--- src/design/dmc_pkg.sv ---
`default_nettype none
package dmc_pkg;

    localparam int ADDR_W         = 12;
    localparam int DATA_W         = 32;
    localparam int LINES          = 64;
    localparam int WORDS_PER_LINE = 4;
    localparam int MEMORY_BLOCKS  = 1024;
    localparam int QUEUE_DEPTH    = 2;

    typedef enum logic
    {
        ACC_READ  = 1'b0,
        ACC_WRITE = 1'b1
    } access_t;

    typedef enum logic
    {
        CFG_WRITE_THROUGH     = 1'b0,
        CFG_NO_WRITE_ALLOCATE = 1'b1
    } cfg_index_t;

    typedef struct packed
    {
        logic write_through;
        logic no_write_allocate;
    } cfg_t;

    typedef struct packed
    {
        access_t             kind;
        logic [ADDR_W-1:0]   addr;
        logic [DATA_W-1:0]   data;
    } req_t;

    typedef enum logic [2:0]
    {
        S_CLR,
        S_IDLE,
        S_LOOK,
        S_DEC,
        S_EVICT,
        S_FILL,
        S_RES
    } state_t;

endpackage
`default_nettype wire

--- src/design/dmc_front.sv ---
`default_nettype none
module dmc_front
(
    input  wire logic                       clk,
    input  wire logic                       rst_n,
    input  wire logic                       s_tvalid,
    output logic                            s_tready,
    input  wire logic [47:0]                s_tdata,
    input  wire logic                       s_tuser,
    input  wire logic                       accept_en,
    output logic                            q_valid,
    output dmc_pkg::req_t                   q_item,
    input  wire logic                       q_pop
);

    localparam int PTR_W = $clog2(dmc_pkg::QUEUE_DEPTH);

    dmc_pkg::req_t    ent_reg [dmc_pkg::QUEUE_DEPTH];
    logic [PTR_W-1:0] wr_ptr_reg;
    logic [PTR_W-1:0] rd_ptr_reg;
    logic [PTR_W:0]   count_reg;
    logic             push;
    dmc_pkg::req_t    item;

    always_comb
    begin
        item.kind = s_tuser ? dmc_pkg::ACC_WRITE : dmc_pkg::ACC_READ;
        item.addr = s_tdata[dmc_pkg::ADDR_W-1:0];
        item.data = s_tdata[dmc_pkg::ADDR_W+dmc_pkg::DATA_W-1:dmc_pkg::ADDR_W];
    end

    assign s_tready = accept_en && (count_reg != (PTR_W+1)'(dmc_pkg::QUEUE_DEPTH));
    assign push     = s_tvalid && s_tready;
    assign q_valid  = (count_reg != '0);
    assign q_item   = ent_reg[rd_ptr_reg];

    always_ff @(posedge clk)
    begin
        if (push)
        begin
            ent_reg[wr_ptr_reg] <= item;
        end
    end

    always_ff @(posedge clk or negedge rst_n)
    begin
        if (!rst_n)
        begin
            wr_ptr_reg <= '0;
            rd_ptr_reg <= '0;
            count_reg  <= '0;
        end
        else
        begin
            if (push)
            begin
                wr_ptr_reg <= wr_ptr_reg + 1'b1;
            end
            if (q_pop)
            begin
                rd_ptr_reg <= rd_ptr_reg + 1'b1;
            end
            if (push && !q_pop)
            begin
                count_reg <= count_reg + 1'b1;
            end
            else if (!push && q_pop)
            begin
                count_reg <= count_reg - 1'b1;
            end
        end
    end

endmodule
`default_nettype wire

--- config.mk ---
export PLATFORM = sky130hd
export DESIGN_NAME = dmc_front
export DESIGN_NICKNAME = d
export VERILOG_FILES = /design/src/design/dmc_pkg.sv /design/src/design/dmc_front.sv
export SDC_FILE = /design/constraint.sdc
export NUM_CORES = 1
export LEC_CHECK = 0
export BUFFER_PORTS_ARGS = -buffer_cell sky130_fd_sc_hd__buf_2
export CORE_MARGIN = 10
export CORE_UTILIZATION = 40
export DETAILED_ROUTE_END_ITERATION = 6
export SKIP_CTS_REPAIR_TIMING = 1
export SLEW_MARGIN = 20
export SYNTH_ARGS = -nofsm -noshare
export SYNTH_HDL_FRONTEND = slang
export SYNTH_SLANG_ARGS = --single-unit
--- constraint.sdc ---
create_clock -name clk -period 7.5 [get_ports clk]
set_clock_uncertainty 0.2 [all_clocks]
set_input_delay 0.75 -clock clk [delete_from_list [all_inputs] [get_ports clk]]
set_output_delay 0.75 -clock clk [all_outputs]
set_load 0.02 [all_outputs]
==> results.txt, run 1 <==
PortBufs - 96
Syn Nets - 213
critical path fanouts, max - 29
Fmax - 0.3161 GHz
first-pass GRT wire length - 10.54 mm
top cell type's share of synthesized area - 0.7380
Clk pwr share - 0.207
vias in the first global route - 1989
row cnt - 34
Area growth, synth to finish - 20.33%
internal power - 0.001048 W
clock sinks - 94
final worst path period need - 3.164 ns
worst setup margin - 4.336 ns
hold crit path type - reg2reg
# DRC - 0
Pre-Repair DR Iteration Count - 6
largest net degree at the start of global routing - 46
Seq/Total Area, Yosys - 0.7653
CP endpoint kind - output pin
number of library cell types mapped by synthesis - 17
CTS root buffer - clkbuf_8
WL/cell - 18.40 um
# IOs - 101
static leakage - 1.753 nW
layout cells sized above 1 - 0.6045
initial antenna violation count - 0
DIE WIDTH - 115.7 um
H-tree levels - 3
Worst-Margin Slew - 0.7205 ns
gr ovfl total - 0
CP arrival - 2.21 ns
Total Nets Final - 318
Synth area leaders - edfxtp_1 (74%), mux2_4 (16%), dfrtp_1 (2.7%)
CTS tree - built
final period utilization - 0.4218
Final Max Slew Viols - 0
# setup viols final - 0
sequential share of power - 0.459
worst slew margin relative to its limit - 0.5196
Vias/cell - 4.657
Initial DRC Count - 60
die footprint - 0.01338 mm2
core area - 0.008806 mm2
unrepaired setup endpoints after global routing - false
Power Density - 348.3 mW/mm2
Post-Syn Area - 0.003662 mm2
status - completed
All-Layer GR Usage - 0.1042
Initial Utilization - 0.4159
non-filler instance count after layout - 376
Num CTS Buffers - 9
#FFs+latches synth - 94
critical path class - reg2out
ANT cells - 0
Logic pwr share - 0.334
Skew-Pair Late Insertion Delay - 0.34 ns
Synth Area per Inst - 23.18 um2
largest area contributor in the netlist - edfxtp_1
Die Y - 115.7 um
GP Congestion - 0.6909
via count - 1751
clock buffer depth - 2
Worst Setup Start Kind - flop
Syn. warnings - 0
sw power - 0.0004865 W
Cells after DPL - 359
Antenna Violating Nets Remaining - 0
Worst VDD drop - 0.0001637 V
Critical Path RT - 6.55 ns
switching share of total power - 0.3170
Post-Route WL - 6.917 mm
fin util - 0.5004
Final Hold Vio Count - 0
Max Cap Viol - 0
max FFs per register - 90
setup TNS - 0 ns
Syn Inst Count - 158
placed standard-cell area - 0.004205 mm2
Reg clk slew, reported paths - 0.08 ns
pre-CTS setup slack - 4.650 ns
Finished Cell Area - 0.004407 mm2
## final cells by class
cell class	count	area [um2]
Fill cell	735	4399
Sequential cell	94	2804
Multi-Input combinational cell	58	768.2
Timing Repair Buffer	99	505.5
Tap cell	108	135.1
Clock buffer	10	127.6
Clock inverter	6	62.56
Inverter	1	3.754
## Yosys cell counts
cell type,n
inv_1,1
xor2_1,3
xor2_2,1
buf_12,4
dfrtp_1,4
xnor2_1,1
edfxtp_1,90
and2b_1,1
mux2_2,6
buf_6,1
nand2b_1,1
mux2_4,39
and3_4,1
ha_1,1
nor2_1,1
and2_1,2
or2_2,1
## stage by stage
step / hold WS, ns / total power, W
3_3_place_gp: 0.2757 / 0.001238
5_1_grt: 0.3268 / 0.001615
2_1_floorplan: 0.2544 / 0.001132
6_report: 0.2950 / 0.001535
3_5_place_dp: 0.2812 / 0.001243
4_1_cts: -0.01846 / 0.001564
## critical path, cell delays in order (launching register included)
cell	delay, ns
dfrtp_2	0.75
buf_4	0.57
mux2_2	0.40
buf_2	0.16
## routing by layer
layer / vias up / part of all wire / track usage / wire, um
met5: - / 0 / 0 / 0
met4: 0 / 0.0062 / 0.03503 / 43
met3: 5 / 0.070 / 0.04651 / 482
met2: 54 / 0.51 / 0.1812 / 3498
met1: 870 / 0.42 / 0.1108 / 2893
li1: 822 / - / - / -
## cell usage in the layout, fill, tap and decap left out
| master | count |
|---|---|
| dfrtp_2 | 1 |
| nand2b_1 | 1 |
| xor2_1 | 3 |
| clkinv_4 | 2 |
| xnor2_1 | 1 |
| or2_2 | 1 |
| clkbuf_8 | 9 |
| clkbuf_1 | 1 |
| dfrtp_1 | 3 |
| edfxtp_1 | 90 |
| and2_1 | 1 |
| xor2_2 | 1 |
| mux2_4 | 39 |
| and2_2 | 1 |
| buf_2 | 96 |
| nor2_1 | 1 |
| clkinvlp_4 | 1 |
| and2b_4 | 1 |
| dlygate4sd3_1 | 1 |
| buf_4 | 2 |
| mux2_2 | 6 |
| inv_1 | 1 |
| clkinv_1 | 2 |
| bufinv_16 | 1 |
| ha_1 | 1 |
| and3_4 | 1 |
## power by group through the flow
| stage | registers (W) | logic [W] | clock network, W |
|---|---|---|---|
| floorplan | 0.000686 | 0.000445 | 0 |
| global placement | 0.000714 | 0.000525 | 0 |
| detailed placement | 0.000718 | 0.000525 | 0 |
| CTS | 0.000707 | 0.000527 | 0.000330 |
| global route | 0.000714 | 0.000549 | 0.000352 |
| finish | 0.000704 | 0.000513 | 0.000318 |
## cell families after synthesis
kind of cell | share of synthesized area
DFF | 0.7653
muxes | 0.1783
and+or+nand+nor | 0.01298
buffers and inverters | 0.02596
xor gates and xnor gates | 0.01401
adders and majority gates | 0.003416
## final timing paths
kind | from | to | slack (ns) | cells after the start
worst max-delay path | rd_ptr_reg | q_item[32] | 4.34 | 3
worst min-delay path | count_reg[1] | count_reg[1] | 0.29 | 1
worst max register to register | count_reg[0] | ent_reg[1][14] | 5.25 | 4
worst min register to register | count_reg[1] | count_reg[1] | 0.29 | 1
max in group asynchronous | rst_n | rd_ptr_reg | 6.43 | 2
min in group asynchronous | rst_n | count_reg[1] | 0.54 | 2
Power figures use the tool's default switching activity.
==> inputs of run 2 (changes only) <==
--- a/config.mk
+++ b/config.mk
@@ -5,6 +5,7 @@
 export SDC_FILE = /design/constraint.sdc
 export NUM_CORES = 1
 export LEC_CHECK = 0
+export ABC_AREA = 1
 export BUFFER_PORTS_ARGS = -buffer_cell sky130_fd_sc_hd__buf_2
 export CORE_MARGIN = 10
 export CORE_UTILIZATION = 40
==> constraint.sdc (replaced) <==
create_clock -name clk -period 3.2 [get_ports clk]
set_clock_uncertainty 0.2 [all_clocks]
set_input_delay 0.32 -clock clk [delete_from_list [all_inputs] [get_ports clk]]
set_output_delay 0.32 -clock clk [all_outputs]
set_load 0.02 [all_outputs]
==> results.txt, run 2 <==
status - completed
Initial Utilization - 0.4149
Clk pwr share - 0.216
via count - 1968
Synth Area per Inst - 21.72 um2
first-pass GRT wire length - 10.40 mm
CP arrival - 1.71 ns
setup TNS - 0 ns
Syn. warnings - 0
# DRC - 0
WL/cell - 16.66 um
Power Density - 751.9 mW/mm2
internal power - 0.002509 W
clock sinks - 94
Total Nets Final - 377
Area growth, synth to finish - 34.39%
Post-Syn Area - 0.003671 mm2
Worst Setup Start Kind - flop
# IOs - 101
PortBufs - 96
layout cells sized above 1 - 0.5015
ANT cells - 0
critical path fanouts, max - 29
core area - 0.008848 mm2
Synth top cells by count - edfxtp_1 (90), mux2_4 (39), inv_1 (8), nand2_1 (8), mux2_2 (6)
most frequent cells in the layout - buf_2 (96), edfxtp_1 (90), dlygate4sd3_1 (47)
Worst-Margin Slew - 0.6466 ns
number of library cell types mapped by synthesis - 15
most common cell after layout, fill and taps aside - buf_2
Final Max Slew Viols - 0
gr ovfl total - 0
top cell type's share of synthesized area - 0.7362
clock buffer depth - 2
largest net degree at the start of global routing - 30
Fmax - 0.4475 GHz
Reg clk slew, reported paths - 0.09 ns
H-tree levels - 3
vias in the first global route - 2004
Die Y - 115.8 um
Final Hold Vio Count - 0
# setup viols final - 0
Seq/Total Area, Yosys - 0.7635
count leader, synth - edfxtp_1
Max Cap Viol - 0
Synth area leaders - edfxtp_1 (74%), mux2_4 (16%), dfrtp_1 (2.7%)
Finished Cell Area - 0.004933 mm2
ys flop type - edfxtp_1
max FFs per register - 90
final period utilization - 0.6984
switching share of total power - 0.3235
sequential share of power - 0.425
CP endpoint kind - output pin
DIE WIDTH - 115.8 um
Pre-Repair DR Iteration Count - 4
critical path class - reg2out
initial antenna violation count - 0
Initial DRC Count - 61
CTS tree - built
die footprint - 0.01341 mm2
Num CTS Buffers - 9
sw power - 0.001200 W
All-Layer GR Usage - 0.1031
unrepaired setup endpoints after global routing - false
Antenna Violating Nets Remaining - 0
async set-or-reset flop fraction in the synthesized netlist - 0.04255
CTS root buffer - clkbuf_8
GP Congestion - 0.7335
Worst VDD drop - 0.0004630 V
static leakage - 2.006 nW
Syn Nets - 224
Critical Path RT - 2.68 ns
final worst path period need - 2.235 ns
DP HPWL - 4.859 mm
Post-Route WL - 7.249 mm
Syn Inst Count - 169
placed standard-cell area - 0.004259 mm2
#FFs+latches synth - 94
Skew-Pair Late Insertion Delay - 0.35 ns
worst slew margin relative to its limit - 0.5679
row cnt - 34
hold crit path type - in2async
Logic pwr share - 0.359
largest area contributor in the netlist - edfxtp_1
Vias/cell - 4.524
fin util - 0.5576
EDFF count, synth - 90
==> run 2: cell count changes after synthesis <==
| cell | previous run | this run |
|---|---|---|
| nand2_1 | 0 | 8 |
| inv_1 | 1 | 8 |
| and2_1 | 2 | 0 |
| nand3_1 | 0 | 2 |
| nand4_1 | 0 | 2 |
| xor2_1 | 3 | 1 |
| a21boi_0 | 0 | 1 |
| and2b_1 | 1 | 0 |
| and3_4 | 1 | 0 |
| nand2b_1 | 1 | 0 |
| or2_2 | 1 | 0 |
| xor2_2 | 1 | 0 |
==> run 2: final timing paths <==
| path | slack, ns | to | start | cells after the start |
|---|---|---|---|---|
| worst max-delay path | 0.97 | q_item[26] | rd_ptr_reg | 3 |
| worst min-delay path | 0.09 | wr_ptr_reg | rst_n | 2 |
| worst max register to register | 1.15 | ent_reg[1][33] | count_reg[0] | 5 |
| worst min register to register | 0.28 | wr_ptr_reg | wr_ptr_reg | 2 |
| max in group asynchronous | 2.58 | rd_ptr_reg | rst_n | 2 |
| min in group clk | 0.09 | wr_ptr_reg | s_tvalid | 3 |
==> run 2: layer usage <==
| layer | GRT usage | part of all wire | up-vias |
|---|---|---|---|
| met5 | 0 | 0 | - |
| met4 | 0.04921 | 0.0070 | 0 |
| met3 | 0.04186 | 0.070 | 4 |
| met2 | 0.1714 | 0.53 | 57 |
| met1 | 0.1130 | 0.40 | 957 |
| li1 | - | - | 950 |
==> run 2: kinds of logic after synthesis <==
family | share of synthesized area
compound gates | 0.002046
xor+xnor | 0.004773
fa+ha+maj | 0.003408
buf+inv | 0.03306
flops | 0.7635
mux | 0.1779
simple gates | 0.01534
==> run 2: area by class of cell <==
type | instances | area (um2)
clock inverters | 7 | 80.08
inverters | 8 | 30.03
flip-flops and latches | 94 | 2804
multi-input cells | 62 | 754.5
well taps | 108 | 135.1
clock buffers | 9 | 123.9
fillers | 714 | 3915
repair buffers | 147 | 1006
==> run 2: worst max-delay path, cell delays in order, from the launching register on <==
cell	delay, ns
dfrtp_2	0.36
buf_4	0.43
mux2_2	0.40
buf_2	0.16
==> run 2: power by group through the flow <==
stage	Sequential, W	Combinational (W)	Clock (W)
final	0.00158	0.00133	0.000802
after floorplan	0.00160	0.00104	0
after detailed placement	0.00161	0.00132	0
after CTS	0.00158	0.00132	0.000832
after global placement	0.00160	0.00131	0
after global routing	0.00159	0.00142	0.000887
==> run 2: metrics by stage <==
step	std cells	worst slack (ns)	total power, W	hold slack, ns
2_1_floorplan	169	0.04874	0.002642	-0.1756
3_3_place_gp	372	1.150	0.002910	-0.06695
3_5_place_dp	372	1.134	0.002923	-0.06686
4_1_cts	388	0.9135	0.003732	-0.4596
5_1_grt	435	0.8722	0.003904	0.07870
6_report	435	0.9652	0.003710	0.08796
==> inputs of run 3 (changes only) <==
==> constraint.sdc (replaced) <==
create_clock -name clk -period 2.2 [get_ports clk]
set_clock_uncertainty 0.2 [all_clocks]
set_input_delay 0.22 -clock clk [delete_from_list [all_inputs] [get_ports clk]]
set_output_delay 0.22 -clock clk [all_outputs]
set_load 0.02 [all_outputs]
==> results.txt, run 3 (same netlist as run 2, synthesis figures left out) <==
placed standard-cell area - 0.004274 mm2
vias in the first global route - 2057
row cnt - 34
H-tree levels - 3
Antenna Violating Nets Remaining - 0
gr ovfl total - 0
Num CTS Buffers - 9
ANT cells - 0
DIE WIDTH - 115.8 um
All-Layer GR Usage - 0.1039
Finished Cell Area - 0.004996 mm2
Max Cap Viol - 0
Pre-Repair DR Iteration Count - 4
PortBufs - 96
Fmax - 0.5174 GHz
Worst-Margin Slew - 0.3420 ns
die footprint - 0.01341 mm2
CTS tree - built
DP HPWL - 4.879 mm
Die Y - 115.8 um
# DRC - 0
most frequent cells in the layout - buf_2 (96), edfxtp_1 (90), dlygate4sd3_1 (50)
Filler Cells Inserted - 699
unrepaired setup endpoints after global routing - false
worst slew margin relative to its limit - 0.7720
hold crit path type - in2reg
most common cell after layout, fill and taps aside - buf_2
critical path class - reg2out
largest net degree at the start of global routing - 25
layout cells sized above 1 - 0.4970
Reg clk slew, reported paths - 0.09 ns
first-pass GRT wire length - 10.57 mm
CTS root buffer - clkbuf_8
clock buffer depth - 2
static leakage - 2.037 nW
CP arrival - 1.51 ns
Total Nets Final - 382
Post-Route WL - 7.236 mm
final worst path period need - 1.933 ns
core area - 0.008848 mm2
via count - 2011
slowest stage delay, CP - 0.41 ns
Power Density - 1102 mW/mm2
Worst VDD drop - 0.0006630 V
Initial DRC Count - 72
setup TNS - 0 ns
Initial Utilization - 0.4149
Vias/cell - 4.570
crit-path cells - buf_12 -> mux2_2 -> buf_2
max FFs per register - 90
Final Max Slew Viols - 0
WHS Path Cells - 3
slowest CP cell - dfrtp_2
critical path fanouts, max - 23
Final Hold Vio Count - 0
initial antenna violation count - 0
GP Congestion - 0.7023
# setup viols final - 0
# IOs - 101
Area growth, synth to finish - 36.09%
Skew-Pair Late Insertion Delay - 0.35 ns
status - completed
WL/cell - 16.45 um
Worst Setup Start Kind - flop
clock sinks - 94
Worst Reg-to-Reg Cells - 5
final period utilization - 0.8786
CP endpoint kind - output pin
Critical Path RT - 1.78 ns
## run 3: changes by cell type in the layout (fill, tap and decap cells not counted), sizes merged
cell,previous run,this run
clkinv,1,3
bufinv,1,2
buf,100,102
dlygate4sd3,47,50
inv,12,9
## run 3: area by class of cell
cell class	instances	area, um2	share of cell area
Clock buffer	9	123.9	0.02479
Inverter	8	30.03	0.006011
Sequential cell	94	2804	0.5612
Tap cell	108	135.1	0.02705
Timing Repair Buffer	152	1051	0.2104
Multi-Input combinational cell	62	754.5	0.1510
Clock inverter	7	97.59	0.01953
## run 3: worst max-delay path: cells and delay by family (launching register included)
kind	cells	cell delay, ns
buffers and inverters	2	0.38
DFF	1	0.41
muxes	1	0.36
## run 3: final timing paths
path | start | endpoint | slack (ns)
max | rd_ptr_reg | q_item[32] | 0.27
min | accept_en | wr_ptr_reg | 0.009
max reg2reg | count_reg[0] | ent_reg[1][2] | 0.47
min reg2reg | wr_ptr_reg | wr_ptr_reg | 0.29
max in group asynchronous | rst_n | count_reg[0] | 0.56
min in group asynchronous | rst_n | rd_ptr_reg | 0.54
## run 3: where the power goes
part	switching, W	total (W)	internal [W]
clock network	0.000584	0.00123	0.000644
logic	0.00105	0.00197	0.000919
registers	0.0000763	0.00230	0.00223
total	0.00172	0.00551	0.00379
## run 3: per-layer routing
layer	global-route usage	part of all wire	vias to the layer above
li1	-	-	962
met2	0.1828	0.55	51
met1	0.1101	0.38	989
met3	0.03411	0.056	9
met5	0	0	-
met4	0.05004	0.014	0
## run 3: through the flow
stage	hold slack [ns]	cells	util	setup WS [ns]	total power, W
6_report	0.008675	440	0.5646	0.2671	0.005506
5_1_grt	0.006267	440	0.5646	0.2037	0.005774
4_1_cts	-0.5603	390	0.5081	0.2267	0.005548
3_5_place_dp	-0.1602	374	0.4830	0.4620	0.004298
3_3_place_gp	-0.1642	374	0.4830	0.5184	0.004282
2_1_floorplan	-0.2756	169	-	0.1111	0.003846
